<file path="src/hw/rtl/deq_pkg.sv">
package deq_pkg;

    localparam int DEQ_DEPTH = 16;

    localparam logic [2:0] MODE_ADD_FRONT = 3'd0;
    localparam logic [2:0] MODE_ADD_REAR  = 3'd1;
    localparam logic [2:0] MODE_REM_FRONT = 3'd2;
    localparam logic [2:0] MODE_REM_REAR  = 3'd3;
    localparam logic [2:0] MODE_LIST      = 3'd4;

    localparam logic [1:0] STAT_OK    = 2'd0;
    localparam logic [1:0] STAT_UNDER = 2'd1;
    localparam logic [1:0] STAT_OVER  = 2'd2;
    localparam logic [1:0] STAT_EMPTY = 2'd3;

    typedef struct packed {
        logic       push_front;
        logic       push_rear;
        logic       pop_front;
        logic       pop_rear;
        logic       list_first;
        logic       list_next;
        logic       out_load;
        logic       out_use_data;
        logic       out_last;
        logic [1:0] out_status;
    } t_cmd;

    typedef struct packed {
        logic full;
        logic empty;
        logic list_done;
        logic out_free;
    } t_stat;

endpackage

</file>
<file path="src/hw/rtl/double_ended_queue.sv">
// Bounded double-ended queue of DEPTH signed 32-bit words in a ring memory.
// Modes: add front, add rear, remove front, remove rear, list. An add's
// result word is registered in the cycle after acceptance; a removal goes
// through the registered memory read, then the output register load. A
// listing of N entries gives N words, one per cycle while the output is not
// stalled, the last flagged by o_last_of_run; input stalls for the whole run.
// An empty listing, an add to a full deque and a removal from an empty deque
// give one word with a status code and item value zero. Unused mode codes are
// dropped with no result. The single memory read port sets the listing pace.
module double_ended_queue #(
    parameter int DEPTH = deq_pkg::DEQ_DEPTH
) (
    input  logic               i_clk,
    input  logic               i_rst_n,
    input  logic               i_in_valid,
    output logic               o_in_stall,
    input  logic [2:0]         i_mode,
    input  logic signed [31:0] i_value,
    output logic               o_out_valid,
    input  logic               i_out_stall,
    output logic signed [31:0] o_item_value,
    output logic               o_last_of_run,
    output logic [1:0]         o_status
);
    import deq_pkg::*;

    t_cmd  cmd;
    t_stat stat;

    deq_ctrl u_ctrl (
        .i_clk      (i_clk),
        .i_rst_n    (i_rst_n),
        .i_in_valid (i_in_valid),
        .i_mode     (i_mode),
        .i_stat     (stat),
        .o_in_stall (o_in_stall),
        .o_cmd      (cmd)
    );

    deq_dpath #(
        .DEPTH (DEPTH)
    ) u_dpath (
        .i_clk         (i_clk),
        .i_rst_n       (i_rst_n),
        .i_cmd         (cmd),
        .i_value       (i_value),
        .i_out_stall   (i_out_stall),
        .o_stat        (stat),
        .o_out_valid   (o_out_valid),
        .o_item_value  (o_item_value),
        .o_last_of_run (o_last_of_run),
        .o_status      (o_status)
    );

endmodule

</file>
<file path="src/hw/rtl/deq_ctrl.sv">
module deq_ctrl (
    input  logic           i_clk,
    input  logic           i_rst_n,
    input  logic           i_in_valid,
    input  logic [2:0]     i_mode,
    input  deq_pkg::t_stat i_stat,
    output logic           o_in_stall,
    output deq_pkg::t_cmd  o_cmd
);
    import deq_pkg::*;

    localparam logic [1:0] S_IDLE = 2'd0;
    localparam logic [1:0] S_POP  = 2'd1;
    localparam logic [1:0] S_LIST = 2'd2;

    logic [1:0] r_state;
    logic [1:0] n_state;
    logic       accept;

    assign o_in_stall = !((r_state == S_IDLE) && i_stat.out_free);
    assign accept     = i_in_valid && !o_in_stall;

    always_comb begin
        n_state = r_state;
        o_cmd   = '0;
        case (r_state)
            S_IDLE: begin
                if (accept) begin
                    case (i_mode)
                        MODE_ADD_FRONT, MODE_ADD_REAR: begin
                            o_cmd.out_load = 1'b1;
                            o_cmd.out_last = 1'b1;
                            if (i_stat.full) begin
                                o_cmd.out_status = STAT_OVER;
                            end else begin
                                o_cmd.out_status = STAT_OK;
                                o_cmd.push_front = (i_mode == MODE_ADD_FRONT);
                                o_cmd.push_rear  = (i_mode == MODE_ADD_REAR);
                            end
                        end
                        MODE_REM_FRONT, MODE_REM_REAR: begin
                            if (i_stat.empty) begin
                                o_cmd.out_load   = 1'b1;
                                o_cmd.out_last   = 1'b1;
                                o_cmd.out_status = STAT_UNDER;
                            end else begin
                                o_cmd.pop_front = (i_mode == MODE_REM_FRONT);
                                o_cmd.pop_rear  = (i_mode == MODE_REM_REAR);
                                n_state         = S_POP;
                            end
                        end
                        MODE_LIST: begin
                            if (i_stat.empty) begin
                                o_cmd.out_load   = 1'b1;
                                o_cmd.out_last   = 1'b1;
                                o_cmd.out_status = STAT_EMPTY;
                            end else begin
                                o_cmd.list_first = 1'b1;
                                n_state          = S_LIST;
                            end
                        end
                        default: begin
                        end
                    endcase
                end
            end
            S_POP: begin
                if (i_stat.out_free) begin
                    o_cmd.out_load     = 1'b1;
                    o_cmd.out_use_data = 1'b1;
                    o_cmd.out_last     = 1'b1;
                    o_cmd.out_status   = STAT_OK;
                    n_state            = S_IDLE;
                end
            end
            S_LIST: begin
                if (i_stat.out_free) begin
                    o_cmd.out_load     = 1'b1;
                    o_cmd.out_use_data = 1'b1;
                    o_cmd.out_last     = i_stat.list_done;
                    o_cmd.out_status   = STAT_OK;
                    if (i_stat.list_done) begin
                        n_state = S_IDLE;
                    end else begin
                        o_cmd.list_next = 1'b1;
                    end
                end
            end
            default: begin
                n_state = S_IDLE;
            end
        endcase
    end

    always_ff @(posedge i_clk) begin
        if (!i_rst_n) begin
            r_state <= S_IDLE;
        end else begin
            r_state <= n_state;
        end
    end

endmodule

</file>
<file path="src/hw/rtl/deq_dpath.sv">
module deq_dpath #(
    parameter int DEPTH = deq_pkg::DEQ_DEPTH
) (
    input  logic               i_clk,
    input  logic               i_rst_n,
    input  deq_pkg::t_cmd      i_cmd,
    input  logic signed [31:0] i_value,
    input  logic               i_out_stall,
    output deq_pkg::t_stat     o_stat,
    output logic               o_out_valid,
    output logic signed [31:0] o_item_value,
    output logic               o_last_of_run,
    output logic [1:0]         o_status
);
    import deq_pkg::*;

    localparam int IW = $clog2(DEPTH);
    localparam int CW = $clog2(DEPTH + 1);
    localparam int SW = IW + 1;

    logic signed [31:0] r_mem [DEPTH];
    logic signed [31:0] r_rd_data;
    logic [IW-1:0]      r_front;
    logic [CW-1:0]      r_count;
    logic [CW-1:0]      r_list_idx;
    logic               r_out_valid;
    logic signed [31:0] r_item;
    logic               r_last;
    logic [1:0]         r_status;

    logic [IW-1:0] front_dec;
    logic [IW-1:0] front_inc;
    logic [IW-1:0] wr_addr;
    logic [IW-1:0] rd_addr;
    logic          wr_en;
    logic          rd_en;

    function automatic logic [IW-1:0] wrap_add(input logic [IW-1:0] base,
                                               input logic [CW-1:0] off);
        logic [SW-1:0] sum;
        sum = {1'b0, base} + SW'(off);
        if (sum >= SW'(DEPTH)) begin
            sum = sum - SW'(DEPTH);
        end
        return sum[IW-1:0];
    endfunction

    assign front_dec = (r_front == '0) ? IW'(DEPTH - 1) : r_front - IW'(1);
    assign front_inc = (r_front == IW'(DEPTH - 1)) ? '0 : r_front + IW'(1);

    assign wr_en   = i_cmd.push_front || i_cmd.push_rear;
    assign wr_addr = i_cmd.push_front ? front_dec : wrap_add(r_front, r_count);

    assign rd_en = i_cmd.pop_front || i_cmd.pop_rear || i_cmd.list_first
                   || i_cmd.list_next;

    always_comb begin
        if (i_cmd.pop_front || i_cmd.list_first) begin
            rd_addr = r_front;
        end else if (i_cmd.pop_rear) begin
            rd_addr = wrap_add(r_front, r_count - CW'(1));
        end else begin
            rd_addr = wrap_add(r_front, r_list_idx);
        end
    end

    always_ff @(posedge i_clk) begin
        if (wr_en) begin
            r_mem[wr_addr] <= i_value;
        end
        if (rd_en) begin
            r_rd_data <= r_mem[rd_addr];
        end
    end

    always_ff @(posedge i_clk) begin
        if (!i_rst_n) begin
            r_front    <= '0;
            r_count    <= '0;
            r_list_idx <= '0;
        end else begin
            if (i_cmd.push_front) begin
                r_front <= front_dec;
            end else if (i_cmd.pop_front) begin
                r_front <= front_inc;
            end
            if (wr_en) begin
                r_count <= r_count + CW'(1);
            end else if (i_cmd.pop_front || i_cmd.pop_rear) begin
                r_count <= r_count - CW'(1);
            end
            if (i_cmd.list_first) begin
                r_list_idx <= CW'(1);
            end else if (i_cmd.list_next) begin
                r_list_idx <= r_list_idx + CW'(1);
            end
        end
    end

    always_ff @(posedge i_clk) begin
        if (!i_rst_n) begin
            r_out_valid <= 1'b0;
        end else if (i_cmd.out_load) begin
            r_out_valid <= 1'b1;
        end else if (!i_out_stall) begin
            r_out_valid <= 1'b0;
        end
    end

    always_ff @(posedge i_clk) begin
        if (i_cmd.out_load) begin
            r_item   <= i_cmd.out_use_data ? r_rd_data : '0;
            r_last   <= i_cmd.out_last;
            r_status <= i_cmd.out_status;
        end
    end

    assign o_stat.full      = (r_count == CW'(DEPTH));
    assign o_stat.empty     = (r_count == '0);
    assign o_stat.list_done = (r_list_idx == r_count);
    assign o_stat.out_free  = !r_out_valid || !i_out_stall;

    assign o_out_valid   = r_out_valid;
    assign o_item_value  = r_item;
    assign o_last_of_run = r_last;
    assign o_status      = r_status;

endmodule

</file>
<file path="config.mk">
export PLATFORM = sky130hd
export DESIGN_NAME = double_ended_queue
export DESIGN_NICKNAME = d
export VERILOG_FILES = /design/src/hw/rtl/deq_pkg.sv /design/src/hw/rtl/double_ended_queue.sv /design/src/hw/rtl/deq_ctrl.sv /design/src/hw/rtl/deq_dpath.sv
export SDC_FILE = /design/constraint.sdc
export NUM_CORES = 1
export LEC_CHECK = 0
export BUFFER_PORTS_ARGS = -buffer_cell sky130_fd_sc_hd__buf_4
export CAP_MARGIN = 10
export CELL_PAD_IN_SITES_DETAIL_PLACEMENT = 1
export CELL_PAD_IN_SITES_GLOBAL_PLACEMENT = 1
export CORE_MARGIN = 2
export CORE_UTILIZATION = 50
export DETAILED_ROUTE_END_ITERATION = 12
export GPL_ROUTABILITY_DRIVEN = 0
export HOLD_SLACK_MARGIN = 0.05
export PLACE_DENSITY_LB_ADDON = 0.1
export SLEW_MARGIN = 20
export SYNTH_ARGS = -nofsm -noshare
export SYNTH_HDL_FRONTEND = slang
export SYNTH_SLANG_ARGS = --single-unit
</file>
<file path="constraint.sdc">
create_clock -name i_clk -period 4.6 [get_ports i_clk]
set_input_delay 1.38 -clock i_clk [delete_from_list [all_inputs] [get_ports i_clk]]
set_output_delay 1.38 -clock i_clk [all_outputs]
set_load 0.01 [all_outputs]
</file>
After elaboration in Yosys (flattened, before gate mapping)
Memory sizes are Yosys's and may differ from the RTL's. A register that Yosys moved wholly into a read port is not among the register bits.
Cells that the tools add are included.
- memory bits (writable): 512
- register bits after elaboration: 52
- output and inout bits: 37
- memories: 1
- muxes and demuxes: 49
- order comparisons: 3
- reduce and logical (&&, ||, !) cells: 23
- bitwise operators: 1
- equal/unequal tests: 17
- $add $sub $neg: 11
- memory list (memory ; depth ; bits a word ; rd ports ; clocked after memory_dff ; wr ports ; line ; text):
    u_dpath.r_mem ; 16 ; 32 ; 1 ; 1 ; 1 ; deq_dpath.sv:21 ; logic signed [31:0] r_mem [DEPTH];
- operator list (cell ; count):
    two-way mux 4 bit ; 10
    two-way mux 5 bit ; 5
    two-way mux 2 bit ; 11
    one-hot mux 3 bit (3 select lines) ; 2
    subtractor 4 x 1 -> 4 bit, second input constant ; 4
    adder 4 x 5 -> 5 bit ; 3
    >= comparator 5 bit, second input constant ; 3
    two-way mux 1 bit ; 12
    adder 5 x 1 -> 5 bit, second input constant ; 2
    inequality test 2 x 1 -> 1 bit, second input constant ; 5
    two-way mux 3 bit ; 3
    inequality test 3 bit, second input constant ; 3
    AND reduction 7 bit ; 1
    == test 3 x 2 -> 1 bit, second input constant ; 2
    logical OR 1 bit ; 6
    two-way mux 6 bit ; 1
    one-hot mux 2 bit (3 select lines) ; 1
    nonzero test 2 bit ; 3
    OR reduction 2 bit ; 3
    == test 5 bit ; 1
    == test 5 bit, second input constant ; 1
    logical NOT 5 bit ; 1
    subtractor 5 x 1 -> 5 bit, second input constant ; 1
    adder 4 x 1 -> 4 bit, second input constant ; 1
    15 further kinds ; 19

Depth between registers and ports, before layout
- depth after elaboration: 9
- depth in mapped cells: 17

Hierarchy
From an unflattened synthesis, not the netlist that was laid out.
- cells, all modules: 1741
- area total of the unflattened synthesis: 23702.7 um^2
- by module, submodules not included (module ; times used ; area an instance (um^2) ; cells each ; seq. area each (um^2)):
    deq_dpath ; 1 ; 23312.4 ; 1689 ; 17687.0
    deq_ctrl ; 1 ; 390.4 ; 52 ; 40.0

Worst setup path after synthesis
Ideal clock, no wire load.
- path kind: input port to flip-flop
- from: input i_out_stall
- to: register u_dpath.r_rd_data[1] (read register of u_dpath.r_mem), data pin
- path buffers: 4
- arrival: 4.684 ns
- data required time: 4.340 ns
- slack: -0.344 ns
- stages: 15
- library setup time: 0.260 ns
- cell sequence: a21boi_4 -> inv_2 -> nor4_4 -> nor2_1 -> a21oi_1 -> ha_1 -> inv_1 -> fa_1 -> clkbuf_1 -> buf_2 -> buf_1 -> clkbuf_1 -> mux2i_1 -> o21ai_0 -> mux2_2
- longest elaborated chain between the ends: 9
- ends and longest elaborated chain (item ; line ; text):
    start, declared ; double_ended_queue.sv:20 ; input logic i_out_stall,
    logical NOT 1 bit (*) ; n/a ;
    logical OR 1 bit (*) ; deq_dpath.sv:121 ; assign o_stat.out_free = !r_out_valid || !i_out_stall;
    logical AND 1 bit ; deq_ctrl.sv:20 ; assign o_in_stall = !((r_state == S_IDLE) && i_stat.out_free);
    logical AND 1 bit ; deq_ctrl.sv:21 ; assign accept = i_in_valid && !o_in_stall;
    two-way mux 5 bit ; deq_ctrl.sv:28 ; if (accept) begin
    two-way mux 5 bit ; deq_ctrl.sv:26 ; case (r_state)
    logical OR 1 bit (2 in a row) ; deq_dpath.sv:54 ; assign rd_en = i_cmd.pop_front || i_cmd.pop_rear || i_cmd.list_first
    logical OR 1 bit ; deq_dpath.sv:55 ; || i_cmd.list_next;
    end, declared ; deq_dpath.sv:22 ; logic signed [31:0] r_rd_data;
Mark *: on every way between the ends. The rest lies on a longest branch, timed or not.
A chain may end at the register's enable or synchronous reset.

Final worst setup path
- from: input i_mode[2]
- to: register u_dpath.r_rd_data[8] (read register of u_dpath.r_mem), data pin
- longest elaborated chain between the ends: 8
- ends and longest elaborated chain (item ; line ; text):
    start, declared ; double_ended_queue.sv:17 ; input logic [2:0] i_mode,
    == test 3 x 2 -> 1 bit (on tied branches) ; deq_ctrl.sv:29, deq_ctrl.sv:47, deq_ctrl.sv:48 ;
    two-way mux 2 bit or OR reduction 2 bit (tied branches) ; deq_ctrl.sv:42, deq_ctrl.sv:29 ;
    two-way mux 2 bit ; deq_ctrl.sv:29 ; case (i_mode)
    two-way mux 5 bit (*) ; deq_ctrl.sv:28 ;
    two-way mux 5 bit (*) ; deq_ctrl.sv:26 ;
    logical OR 1 bit (2 in a row) ; deq_dpath.sv:54 ;
    logical OR 1 bit ; deq_dpath.sv:55 ;
Marks and branches as above.

==> impl_metrics.xml <==
<?xml version="1.0" encoding="UTF-8"?>
<metrics>
  <group name="drt">
    <metric name="viasPerCell" unit="">6.28</metric>
    <metric name="firstDrtPassIters" unit="">5</metric>
    <metric name="vias_after_detailed_routing" unit="">15286</metric>
    <metric name="wl" unit="mm">71.6</metric>
    <metric name="drt_iter0_markers" unit="">1361</metric>
    <metric name="ant_nets" unit="">0</metric>
    <metric name="drc_violations_left" unit="">0</metric>
    <metric name="routedWlPerCell" unit="um">29.4</metric>
  </group>
  <group name="grt">
    <metric name="gr-usage-met1" unit="">0.342</metric>
    <metric name="grt_use_total" unit="">0.258</metric>
    <metric name="grt_max_degree" unit="">65</metric>
    <metric name="antenna_found_initial" unit="">4</metric>
    <metric name="use_met2" unit="">0.429</metric>
    <metric name="globalRouteOverflowTotal" unit="">0</metric>
    <metric name="grt_busiest_layer" unit="">met2</metric>
    <metric name="grt_first_pass_wirelength" unit="mm">107</metric>
    <metric name="first_global_vias" unit="">16612</metric>
    <metric name="grt_util_met3" unit="">0.0558</metric>
  </group>
  <group name="clock_network">
    <metric name="cts_made_buffers" unit="">66</metric>
    <metric name="tritoncts_sink_count" unit="">596</metric>
    <metric name="cts_hold_buffers" unit="">0</metric>
    <metric name="clk_pin_slew_worst_paths" unit="ns">0.06</metric>
    <metric name="cts.path.max_buffers" unit="">3</metric>
    <metric name="cts_tree" unit="">done</metric>
    <metric name="clock_insertion_delay_worst_skew" unit="ns">0.60</metric>
    <metric name="h-tree-depth" unit="">3</metric>
    <metric name="clock_tree.root_cell" unit="">sky130_fd_sc_hd__clkbuf_16</metric>
  </group>
  <group name="critical_path">
    <metric name="cpMostUsedCell" unit="">sky130_fd_sc_hd__buf_12</metric>
    <metric name="reg2reg_from" unit="">u_dpath.r_count[0]$_SDFFE_PN0P_</metric>
    <metric name="timing.critical_path.cells" unit="">buf_4 &gt; nand3b_1 &gt; nor4_4 &gt; nor2_1 &gt; a21oi_2 &gt; ha_4 &gt; inv_1 &gt; fa_4 &gt; xnor2_2 &gt; buf_12 &gt; buf_12 &gt; mux4_2 &gt; mux2i_1 &gt; o21ai_0 &gt; mux2_2</metric>
    <metric name="timing.critical_path.slowest_stage_cell" unit="">sky130_fd_sc_hd__mux4_2</metric>
    <metric name="worstSetupPathType" unit="">in2reg</metric>
    <metric name="critPathLaunch" unit="">i_mode[2]</metric>
    <metric name="timing.critical_path.slowest_cell_delay" unit="ns">0.50</metric>
    <metric name="worst-path-max-fanout" unit="">18</metric>
    <metric name="cp_data_arrival_time" unit="ns">4.68</metric>
    <metric name="setup.worst_path.start_class" unit="">primary input</metric>
    <metric name="worst-r2r-cell-count" unit="">16</metric>
    <metric name="critical_path_sink_type" unit="">flip-flop</metric>
    <metric name="worst_ep_required_time" unit="ns">4.93</metric>
  </group>
  <group name="cells_and_area">
    <metric name="synthToLayoutAreaGrowth" unit="%">16.1</metric>
    <metric name="drive_gt1_frac" unit="">0.358</metric>
    <metric name="utilization" unit="">0.587</metric>
    <metric name="final_cell_mix" unit="">sky130_fd_sc_hd__edfxtp_1 (579), sky130_fd_sc_hd__mux4_2 (256), sky130_fd_sc_hd__buf_4 (152)</metric>
    <metric name="final_cells" unit="">2435</metric>
    <metric name="fin_nets" unit="">1698</metric>
    <metric name="layout_commonest_cell" unit="">sky130_fd_sc_hd__edfxtp_1</metric>
    <metric name="stdcell_area" unit="um2">32400</metric>
  </group>
  <group name="placed_design">
    <metric name="dpl-instance-area" unit="um2">30300</metric>
    <metric name="place.detailed.instances" unit="">2313</metric>
    <metric name="dp_worst_setup_slack" unit="ns">-0.475</metric>
    <metric name="dp.final_hpwl" unit="mm">42.5</metric>
    <metric name="port_buffers" unit="">75</metric>
  </group>
  <group name="floorplanning">
    <metric name="rows" unit="">86</metric>
    <metric name="top_level_ports" unit="">76</metric>
    <metric name="die_area" unit="um2">57800</metric>
    <metric name="chipWidth" unit="um">240</metric>
    <metric name="initial_core_util" unit="">0.506</metric>
    <metric name="core_area" unit="um2">55200</metric>
    <metric name="chipHeight" unit="um">240</metric>
  </group>
  <group name="yosys">
    <metric name="synth_seq_area_share" unit="">0.635</metric>
    <metric name="synth.top_cells.by_area" unit="">sky130_fd_sc_hd__edfxtp_1 (62%), sky130_fd_sc_hd__mux4_2 (21%), sky130_fd_sc_hd__mux2i_1 (4.8%)</metric>
    <metric name="ys_warn_count" unit="">0</metric>
    <metric name="post_synthesis_cell_area" unit="um2">27900</metric>
    <metric name="synthesis.area_per_instance" unit="um2">18.8</metric>
    <metric name="post-synth-top-area-cell" unit="">sky130_fd_sc_hd__edfxtp_1</metric>
    <metric name="synth-main-ff-cell" unit="">sky130_fd_sc_hd__edfxtp_1</metric>
    <metric name="ys_types" unit="">64</metric>
    <metric name="synth_top_area_share" unit="">0.623</metric>
    <metric name="synth_enable_flop_cells" unit="">579</metric>
    <metric name="synth.ff_latch_count" unit="">596</metric>
    <metric name="syn_nets" unit="">1546</metric>
    <metric name="synthesis.instances" unit="">1488</metric>
    <metric name="async_flop_share" unit="">0</metric>
  </group>
  <group name="sta">
    <metric name="postLayoutSetupSlackWorst" unit="ns">0.250</metric>
    <metric name="timing_max_transition_violations_final" unit="">0</metric>
    <metric name="max_slew.worst_pin.slew" unit="ns">1.05</metric>
    <metric name="tns" unit="ns">0</metric>
    <metric name="rsz0062_at_grt" unit="">false</metric>
    <metric name="slew-limit-headroom" unit="">0.298</metric>
    <metric name="final.period_utilization" unit="">0.946</metric>
    <metric name="hold_ws" unit="ns">0.513</metric>
    <metric name="clock.fmax" unit="MHz">230</metric>
    <metric name="setup-violations-final" unit="">0</metric>
    <metric name="hold_viol_final" unit="">0</metric>
    <metric name="fin_worst_skew" unit="ns">0.0191</metric>
    <metric name="fin_crit" unit="ns">4.35</metric>
  </group>
  <group name="pwr">
    <metric name="power.static_leakage" unit="nW">10.7</metric>
    <metric name="vdd_ir_drop_max" unit="uV">327</metric>
    <metric name="power-per-cell-area" unit="nW/um2">422</metric>
    <metric name="design_power_total" unit="mW">13.7</metric>
  </group>
  <group name="job">
    <metric name="maxCapViolations" unit="">0</metric>
  </group>
  <group name="status">
    <metric name="run_status" unit="">complete, no violations</metric>
  </group>
  <group name="min_path">
    <metric name="holdPathStages" unit="">2</metric>
    <metric name="timing.hold.worst.class" unit="">reg2reg</metric>
    <metric name="hold_path_start" unit="">u_ctrl.r_state[0]$_SDFFE_PN0P_</metric>
  </group>
</metrics>
==> power breakdown <==
group          leakage [nW]  total, mW  switching (mW)  internal, mW
registers              5.38       6.32           0.103          6.22
logic                  4.37       2.37            1.28          1.10
clock network         0.970       4.97            2.07          2.91
total                  10.7       13.7            3.45          10.2
==> final cells by class <==
type,count,area (um2)
Antenna cell,1,2.50
Tap cell,748,936
Multi-Input combinational cell,773,9840
Clock buffer,87,1790
Sequential cell,596,17700
Timing Repair Buffer,186,1820
Clock inverter,27,210
Fill cell,4809,22800
Inverter,17,63.8
==> cell families after synthesis <==
| group | synth area share |
|---|---|
| multiplexers | 0.270 |
| AND/OR/NAND/NOR | 0.0427 |
| XOR/XNOR | 0.00686 |
| AO/OA/AOI/OAI | 0.0175 |
| flip-flops | 0.635 |
| buffers and inverters | 0.0191 |
| adder cells (fa/ha/maj) | 0.00905 |
==> critical path: cells and delay by family <==
kind / cells / cell delay [ns]
buffers and inverters: 4 / 0.56
xor gates and xnor gates: 1 / 0.22
adders and majority gates: 2 / 0.63
AOI/OAI and AO/OA: 2 / 0.29
and+or+nand+nor: 3 / 0.62
muxes: 3 / 0.96
==> metal layers <==
metal	vias up	wire, um	part of all wire
met4	2	1800	0.025
li1	6488	-	-
met3	116	5040	0.070
met1	8171	29000	0.41
met2	509	35800	0.50
met5	-	9	0.00013
==> repair_timing <==
action | 4_1_cts | 5_1_grt
buffers inserted | 0 | 7
setup endpoints to repair | 0 | 14
hold endpoints to repair | 0 | 0
gates resized for setup | 0 | 3
==> worst paths after layout <==
check                                    to  slack, ns
min          u_ctrl.r_state[0]$_SDFFE_PN0P_       0.51
min reg2reg  u_ctrl.r_state[0]$_SDFFE_PN0P_       0.51
max reg2reg  u_dpath.r_rd_data[8]$_DFFE_PP_       0.29
max          u_dpath.r_rd_data[8]$_DFFE_PP_       0.25
==> flip-flops by register name (all words and copies together), names as in the netlist, 2 cells and up <==
signal                count
u_dpath.r_mem           512
u_dpath.o_item_value     32
u_dpath.r_rd_data        32
u_dpath.r_count           5
u_dpath.r_list_idx        5
u_dpath.r_front           4
u_ctrl.r_state            2
u_dpath.o_status          2
==> cells in the mapped netlist (3+ instances only) <==
cell	n
sky130_fd_sc_hd__a21boi_0	4
sky130_fd_sc_hd__a21oi_1	13
sky130_fd_sc_hd__a31oi_1	4
sky130_fd_sc_hd__and2_1	4
sky130_fd_sc_hd__and3_1	32
sky130_fd_sc_hd__buf_1	11
sky130_fd_sc_hd__buf_2	17
sky130_fd_sc_hd__buf_6	8
sky130_fd_sc_hd__clkbuf_1	64
sky130_fd_sc_hd__dfxtp_1	17
sky130_fd_sc_hd__edfxtp_1	579
sky130_fd_sc_hd__ha_1	17
sky130_fd_sc_hd__inv_1	15
sky130_fd_sc_hd__mux2_2	24
sky130_fd_sc_hd__mux2_4	10
sky130_fd_sc_hd__mux2i_1	133
sky130_fd_sc_hd__mux4_2	256
sky130_fd_sc_hd__nand2_1	22
sky130_fd_sc_hd__nand2b_1	3
sky130_fd_sc_hd__nand3_1	5
sky130_fd_sc_hd__nand4_1	4
sky130_fd_sc_hd__nor2_1	100
sky130_fd_sc_hd__nor2b_1	5
sky130_fd_sc_hd__nor3_1	5
sky130_fd_sc_hd__o21ai_0	37
sky130_fd_sc_hd__or3_1	35
sky130_fd_sc_hd__xnor2_1	9
sky130_fd_sc_hd__xor2_1	11
Power figures use the tool's default switching activity.
